`config.mk`:
```
export PLATFORM = sky130hd
export DESIGN_NAME = swmm_cell
export DESIGN_NICKNAME = d
export VERILOG_FILES = /design/src/rtl/core/swmm_pkg.sv /design/src/rtl/core/swmm_cell.sv
export SDC_FILE = /design/constraint.sdc
export NUM_CORES = 1
export LEC_CHECK = 0
export ABC_AREA = 1
export BUFFER_PORTS_ARGS = -buffer_cell sky130_fd_sc_hd__buf_2
export CORE_UTILIZATION = 54
export DETAILED_ROUTE_END_ITERATION = 8
export GPL_TIMING_DRIVEN = 0
export PLACE_DENSITY = 0.86
export SYNTH_ARGS = -nofsm -noshare
export SYNTH_HDL_FRONTEND = slang
export SYNTH_SLANG_ARGS = --single-unit
```
`constraint.sdc`:
```
create_clock -name clk -period 4.84 [get_ports clk]
set_clock_uncertainty 0.05 [all_clocks]
set_input_delay 0.968 -clock clk [delete_from_list [all_inputs] [get_ports clk]]
set_output_delay 0.968 -clock clk [all_outputs]
set_load 0.01 [all_outputs]
```
`src/rtl/core/swmm_pkg.sv`:
```
// Shared types for the sliding window min/max block.
// Used by swmm_cell and sliding_window_min_max; no dependencies.
package swmm_pkg;

  localparam int SAMPLE_W = 32;
  localparam int CFG_W    = 7;

  typedef logic signed [SAMPLE_W-1:0] sample_t;

  // running min/max moving down the cell row
  typedef struct packed {
    logic    valid;
    sample_t min_val;
    sample_t max_val;
  } token_t;

endpackage

```
`src/rtl/core/swmm_cell.sv`:
```
// One cell of the sample row: holds one sample and, inside the window, folds it into the passing token.
// Depends on swmm_pkg.
module swmm_cell
  import swmm_pkg::*;
#(
  parameter int INDEX = 0,
  parameter int EW    = 7
) (
  input  logic          clk,
  input  logic          rst,
  input  logic          shift,
  input  sample_t       sample_in,
  output sample_t       sample_out,
  input  logic [EW-1:0] win_len,
  input  token_t        tok_in,
  output token_t        tok_out
);

  sample_t sample;
  token_t  tok;
  token_t  tok_next;
  logic    in_window;

  // cell INDEX holds the sample taken INDEX items ago
  assign in_window = (EW'(INDEX) < win_len);

  always_comb begin
    tok_next = tok_in;
    if (in_window && (sample < tok_in.min_val)) begin
      tok_next.min_val = sample;
    end
    if (in_window && (sample > tok_in.max_val)) begin
      tok_next.max_val = sample;
    end
  end

  always_ff @(posedge clk) begin
    if (shift) begin
      sample <= sample_in;
    end
    if (rst) begin
      tok <= '0;
    end else begin
      tok <= tok_next;
    end
  end

  assign sample_out = sample;
  assign tok_out    = tok;

endmodule
```
==> results of run 1 <==
how the worst max path moves through the flow:
| stage | from | end | slack, ns | depth (start not counted) |
|---|---|---|---|---|
| after floorplan | tok_in[31] | tok_out[0] | 2.15 | 14 |
| after global placement | tok_in[31] | tok_out[23] | 1.59 | 15 |
| after detailed placement | tok_in[31] | tok_out[27] | 1.58 | 15 |
| after CTS | tok_in[31] | tok_out[27] | 1.94 | 15 |
| after global routing | tok_in[31] | tok_out[24] | 1.75 | 15 |
| final | tok_in[31] | tok_out[23] | 1.92 | 15 |
state kept, by name, summed over array words and instances, names as in the netlist:
signal and flops:
tok_out 65, sample_out 32
synthesized netlist by cell type:
cell	n
nand4_1	66
nor3_1	3
nand3_2	2
nand3_1	5
edfxtp_1	32
o21a_1	2
nor2_1	115
a21oi_1	34
inv_2	2
nor4_1	2
clkbuf_1	11
nand3b_1	1
buf_1	7
buf_2	9
dfxtp_1	65
inv_1	142
nor4b_2	1
nand2_1	155
buf_4	3
o21ai_0	9
ha_1	63
logic make-up after synthesis:
logic type,Yosys count,share of synthesized area (%)
AO/OA/AOI/OAI,45,4.20
adder cells (fa/ha/maj),63,14.4
buffers and inverters,174,12.3
flip-flops,97,41.3
AND/OR/NAND/NOR,350,27.8
layer usage:
layer | global-route usage [%] | vias up | share of wire [%]
li1 | - | 2747 | -
met1 | 33.3 | 2329 | 42
met2 | 52.5 | 210 | 49
met3 | 4.88 | 28 | 6.5
met4 | 11.6 | 0 | 2.2
met5 | 0 | - | 0
final cells by class:
| cell class | count | area, sq um |
|---|---|---|
| clock buffer | 11 | 131 |
| inverter | 144 | 541 |
| fill | 852 | 2990 |
| tap | 133 | 166 |
| antenna | 1 | 2.50 |
| buffer | 30 | 135 |
| clock inverter | 5 | 38.8 |
| multi-input combinational | 458 | 2540 |
| timing repair buffer | 203 | 1020 |
| sequential | 97 | 2260 |
stage by stage:
step           total power, mW  setup WS [ns]
2_1_floorplan             1.39           2.15
3_3_place_gp              1.63           1.59
3_5_place_dp              1.64           1.58
4_1_cts                   2.11           1.94
5_1_grt                   2.25           1.75
6_report                  2.10           1.92
worst reg2reg max path, cell delays in order (launching register included):
cell      delay [ns]
edfxtp_1        0.50
ha_1            0.41
nand2_1         0.10
nor2_1          0.14
nand2_1         0.11
nor4b_2         0.38
nand2_1         0.16
nand2_1         0.08
nand2_1         0.15
nand3_2         0.19
buf_4           0.22
nand2_1         0.07
inv_1           0.06
nor2_1          0.04
power groups by stage:
stage	sequential [mW]	clock, mW	combinational, mW
finish	0.987	0.473	0.644
global route	0.998	0.521	0.734
CTS	0.987	0.482	0.643
detailed placement	1.00	0	0.638
global placement	1.00	0	0.624
floorplan	1.05	0	0.343
==> metrics.md, run 1 <==
| Metric | Value |
|---|---|
| Area delta synth->final | 24.7% |
| Mapped Cells | 729 |
| Synthesized flop and latch total | 97 |
| Die height | 103 microns |
| Top cell type's share of synthesized area | 23.8% |
| Finished Layout Cells | 1082 |
| Commonest non-fill, non-tap cell in the layout | buf_2 |
| DRC | 0 |
| H-tree depth | 3 |
| Setup violators final | 0 |
| # hold bufs at CTS | 0 |
| Core ar. | 9820 sq um |
| Slowest cell on the critical path | nor4b_2 |
| Total CTS buffers | 9 |
| Req. time, crit path | 5.05 ns |
| Crit-path cells | buf_2 > inv_1 > ha_1 > nand2_1 > nor2_1 > nand2_1 > nor4b_2 > nand2_1 > nand2_1 > nand2_1 > nand3_2 > buf_4 > nand2_1 > inv_1 > nor2_1 |
| Synth unique cells | 21 |
| Number of port buffers | 203 |
| Clock power frac | 22.5% |
| Top delay family on crit path | simple AND/OR/NAND/NOR gates |
| Status | finished clean |
| Synthesized area | 5480 sq um |
| Net Sw Power | 0.722 mW |
| RSZ-0062 raised after global routing | false |
| Ports | 204 |
| Setup TNS | 0 ns |
| Clk_lat worst skew | 0.36 ns |
| Max VDD drop | 0.000164 V |
| Tot GR Track Use | 28.8% |
| Min-Delay Path Depth | 4 |
| Pint | 1.38 mW |
| Buf/Inv on CP | 4 |
| Reg-to-Reg End | tok_out[23] |
| Final Max Tran Viols | 0 |
| Net Sw Frac | 34.3% |
| Die Area | 10600 sq um |
| Max transition margin | 44.4% |
| Leakage power | 4.07 nW |
| PwrDens | 308 nW/um^2 |
| Post-CTS sizing | 0 |
| Slew @ Worst Pin | 0.834 ns |
| Critical path arrival | 3.13 ns |
| Hold Fails Final Rpt | 0 |
| GPL Wtd Cong | 0.876 |
| Crit path kind | primary input to flip-flop |
| Mean Syn Cell Area | 7.51 sq um |
| Crit start category | primary input |
| Crit path capture type | flip-flop |
| DR vias | 5314 |
| Root buf cell | clkbuf_8 |
| Initial antenna violation count | 0 |
| Reg2reg start | sample_out[31] |
| TritonCTS clock tree | yes |
| Largest net degree at the start of global routing | 33 |
| Hold Crit Class | flip-flop to flip-flop |
| Rows | 36 |
| Post-CTS Setup Inserts | 0 |
| Crit Path Max Fanout | 10 |
| CTS Buffer Depth | 2 |
| HP Start | sample_out[0] |
| Fin crit share | 60.3% |
| Top cells by area, synth | dfxtp_1, edfxtp_1, ha_1, nand2_1, inv_1 |
| DP Area | 6660 sq um |
| Routed Antenna Nets | 0 |
| Commonest cells after routing, fill and taps aside | buf_2, nand2_1, inv_1, nor2_1, nand4_1 |
| Iter 0 DRT Violations | 217 |
| Final Util | 69.6% |
| Number of max-cap violations | 0 |
| Gr ovfl total | 0 |
| R2R setup slack | 2.08 ns |
| Leading area contributor after synthesis | dfxtp_1 |
| Synth warn | 0 |
| Mapped Nets | 899 |
| Vias in the first global route | 5096 |
| Share of post-route cells with drive strength above 1 | 24.7% |
| Inst Count DP | 1065 |
| Comb power frac | 30.6% |
| Global-route wire length before repair | 23.1 mm |
| CTS Sinks | 97 |
| DP HPWL | 11.3 mm |
| Final instance area | 6830 sq um |
| Min Tclk post-route | 2.92 ns |
| Sequential Power Share | 46.9% |
| Critical Path Max Stage Delay | 0.38 ns |
| Routed vias/inst | 4.91 |
| FMAX | 342 MHz |
| Final net count | 1113 |
| Sequential share of the synthesized area | 41.3% |
| Clock slew at reported path FFs | 0.09 ns |
| WHS Endpoint | tok_out[32] |
| WL final | 14.8 mm |
| Starting Density | 55.8% |
| Hold Slack | 0.622 ns |
| CP most frequent cell | nand2_1 |
| Drt pass-1 iters | 4 |
| DR WL/cell | 13.7 microns |
| Die X | 103 microns |
| R2R depth | 13 |
Power figures use the tool's default switching activity.
==> inputs of run 2 (changes only) <==
CORE_UTILIZATION = 50   (was 54)
PLACE_DENSITY = 0.81   (was 0.86)
clock period = 2.75 ns   (was 4.84 ns; I/O delays follow)
==> metrics.md, run 2 (same netlist as run 1, synthesis figures left out) <==
| Metric | Value |
|---|---|
| Commonest cells after routing, fill and taps aside | buf_2, nand2_1, inv_1, nor2_1, nand4_1 |
| Leakage power | 4.11 nW (+0.93%) |
| Drt pass-1 iters | 4 (unchanged) |
| Initial antenna violation count | 0 (unchanged) |
| Clock slew at reported path FFs | 0.10 ns (about the same) |
| Final Max Tran Viols | 0 (unchanged) |
| Starting Density | 52.4% (-3.4 points) |
| Hold Fails Final Rpt | 0 (unchanged) |
| Status | finished clean |
| Max VDD drop | 0.000507 V (+210%) |
| RSZ-0062 raised after global routing | false |
| Min Tclk post-route | 2.53 ns |
| Setup violators final | 0 (unchanged) |
| WL final | 15.0 mm (+1.5%) |
| Area delta synth->final | 25.9% |
| Share of post-route cells with drive strength above 1 | 26.0% (+1.3 points) |
| Finished Layout Cells | 1085 (+0.28%) |
| Number of port buffers | 203 (unchanged) |
| Critical Path Max Stage Delay | 0.46 ns (+0.08 ns) |
| Critical path arrival | 2.75 ns (-0.38 ns) |
| Commonest non-fill, non-tap cell in the layout | buf_2 |
| Die Area | 11400 sq um (+7.8%) |
| Number of max-cap violations | 0 (unchanged) |
| Final instance area | 6900 sq um (+0.93%) |
| TritonCTS clock tree | yes |
| DR vias | 5385 (+1.3%) |
| Gr ovfl total | 0 (unchanged) |
| DP Area | 6660 sq um (about the same) |
| Global-route wire length before repair | 24.0 mm (+3.7%) |
| H-tree depth | 3 (unchanged) |
| Iter 0 DRT Violations | 219 (+0.92%) |
| Final net count | 1114 (+0.090%) |
| Vias in the first global route | 5120 (+0.47%) |
| Core ar. | 10500 sq um (+6.5%) |
| Largest net degree at the start of global routing | 33 (unchanged) |
| Crit-path cells | ha_1 > a21oi_1 > nor2_1 > nor3_1 > nand2_1 > nand2_1 > nand2_1 > nand2_1 > nand2_1 > nand2_1 > clkbuf_2 > nand4_1 > nand2_1 > nor2_1 |
| Inst Count DP | 1068 (+0.28%) |
| Die X | 107 microns (+3.9%) |
| Rows | 37 (+2.8%) |
| Crit path capture type | flip-flop |
| Routed vias/inst | 4.96 (+1.1%) |
| DP HPWL | 11.4 mm (+0.57%) |
| Crit start category | flip-flop |
| Die height | 107 microns (+3.9%) |
| Req. time, crit path | 2.97 ns (-2.08 ns) |
| Routed Antenna Nets | 0 (unchanged) |
| Ports | 204 (unchanged) |
| Hold Slack | 0.292 ns (-0.330 ns) |
| Hold Crit Class | primary input to flip-flop |
| Clk_lat worst skew | 0.37 ns (about the same) |
| FMAX | 395 MHz |
| CP most frequent cell | nand2_1 |
| DR WL/cell | 13.8 microns (+1.2%) |
| Fin crit share | 92.0% |
| Tot GR Track Use | 27.1% (-1.7 points) |
| PwrDens | 539 nW/um^2 (+75%) |
| Max FFs per register | 65 (unchanged) |
| Total CTS buffers | 9 (unchanged) |
| # diodes | 0 (-1) |
| GPL Wtd Cong | 0.931 (+6.3%) |
| CTS Buffer Depth | 2 (unchanged) |
| Slowest cell on the critical path | edfxtp_1 |
| Crit Path Max Fanout | 10 (unchanged) |
| Crit path kind | flip-flop to flip-flop |
| Root buf cell | clkbuf_8 |
| Max transition margin | 44.9% (+0.48 points) |
| CTS Sinks | 97 (unchanged) |
| Slew @ Worst Pin | 0.827 ns (-0.00727 ns) |
| DRC | 0 (unchanged) |
[run 2: changes by cell type in the layout (fill, tap and decap cells not counted), sizes merged]
cell / change
clkinv: +3
inv: -2
clkbuf: +5
diode: -1
buf: -5
[run 2: layer usage]
metal | global-route usage (%) | wire, microns
met1 | 32.7 | 6380
met5 | 0 | 0
met4 | 8.81 | 224
met2 | 48.0 | 7380
met3 | 5.35 | 1010
[run 2: layout make-up]
type	instances	area (sq um)
inverters	144	541
clock inverters	6	35.0
repair buffers	204	1020
clock buffers	10	128
plain buffers	30	149
fillers	957	3570
well taps	136	170
flip-flops and latches	97	2260
multi-input cells	458	2590
[run 2: timing repair]
item / CTS / global route
setup buffers: 0 / 1
endpoints found under the setup margin: 0 / 62
resized for setup: 0 / 18
hold buffers: 0 / 0
[run 2: per-stage QoR]
stage	util, %	power, mW	worst slack (ns)	setup TNS [ns]
global placement	63.7	2.87	-0.0845	-2.12
floorplan	-	2.45	0.478	0
detailed placement	63.7	2.90	-0.105	-3.41
global route	65.9	3.95	0.0445	0
finish	65.9	3.72	0.219	0
CTS	65.2	3.72	0.0225	0
[run 2: final timing paths]
check	from	end	slack, ns	cells past startpoint
max	sample_out[5]	tok_out[34]	0.22	14
min	sample_in[5]	sample_out[5]	0.29	1
max reg2reg	sample_out[5]	tok_out[34]	0.22	14
min reg2reg	sample_out[0]	tok_out[0]	0.64	4
[run 2: critical path: cells and delay by family, from the launching register on]
| family | cells | cell delay [ns] |
|---|---|---|
| and+or+nand+nor | 11 | 1.14 |
| DFF | 1 | 0.46 |
| AOI/OAI and AO/OA | 1 | 0.16 |
| adders and majority gates | 1 | 0.34 |
| buffers and inverters | 1 | 0.27 |
[run 2: power breakdown]
group,internal [mW],leakage [nW],switching [mW]
clock,0.323,0.0818,0.500
sequential,1.66,0.856,0.0824
combinational,0.455,3.17,0.699
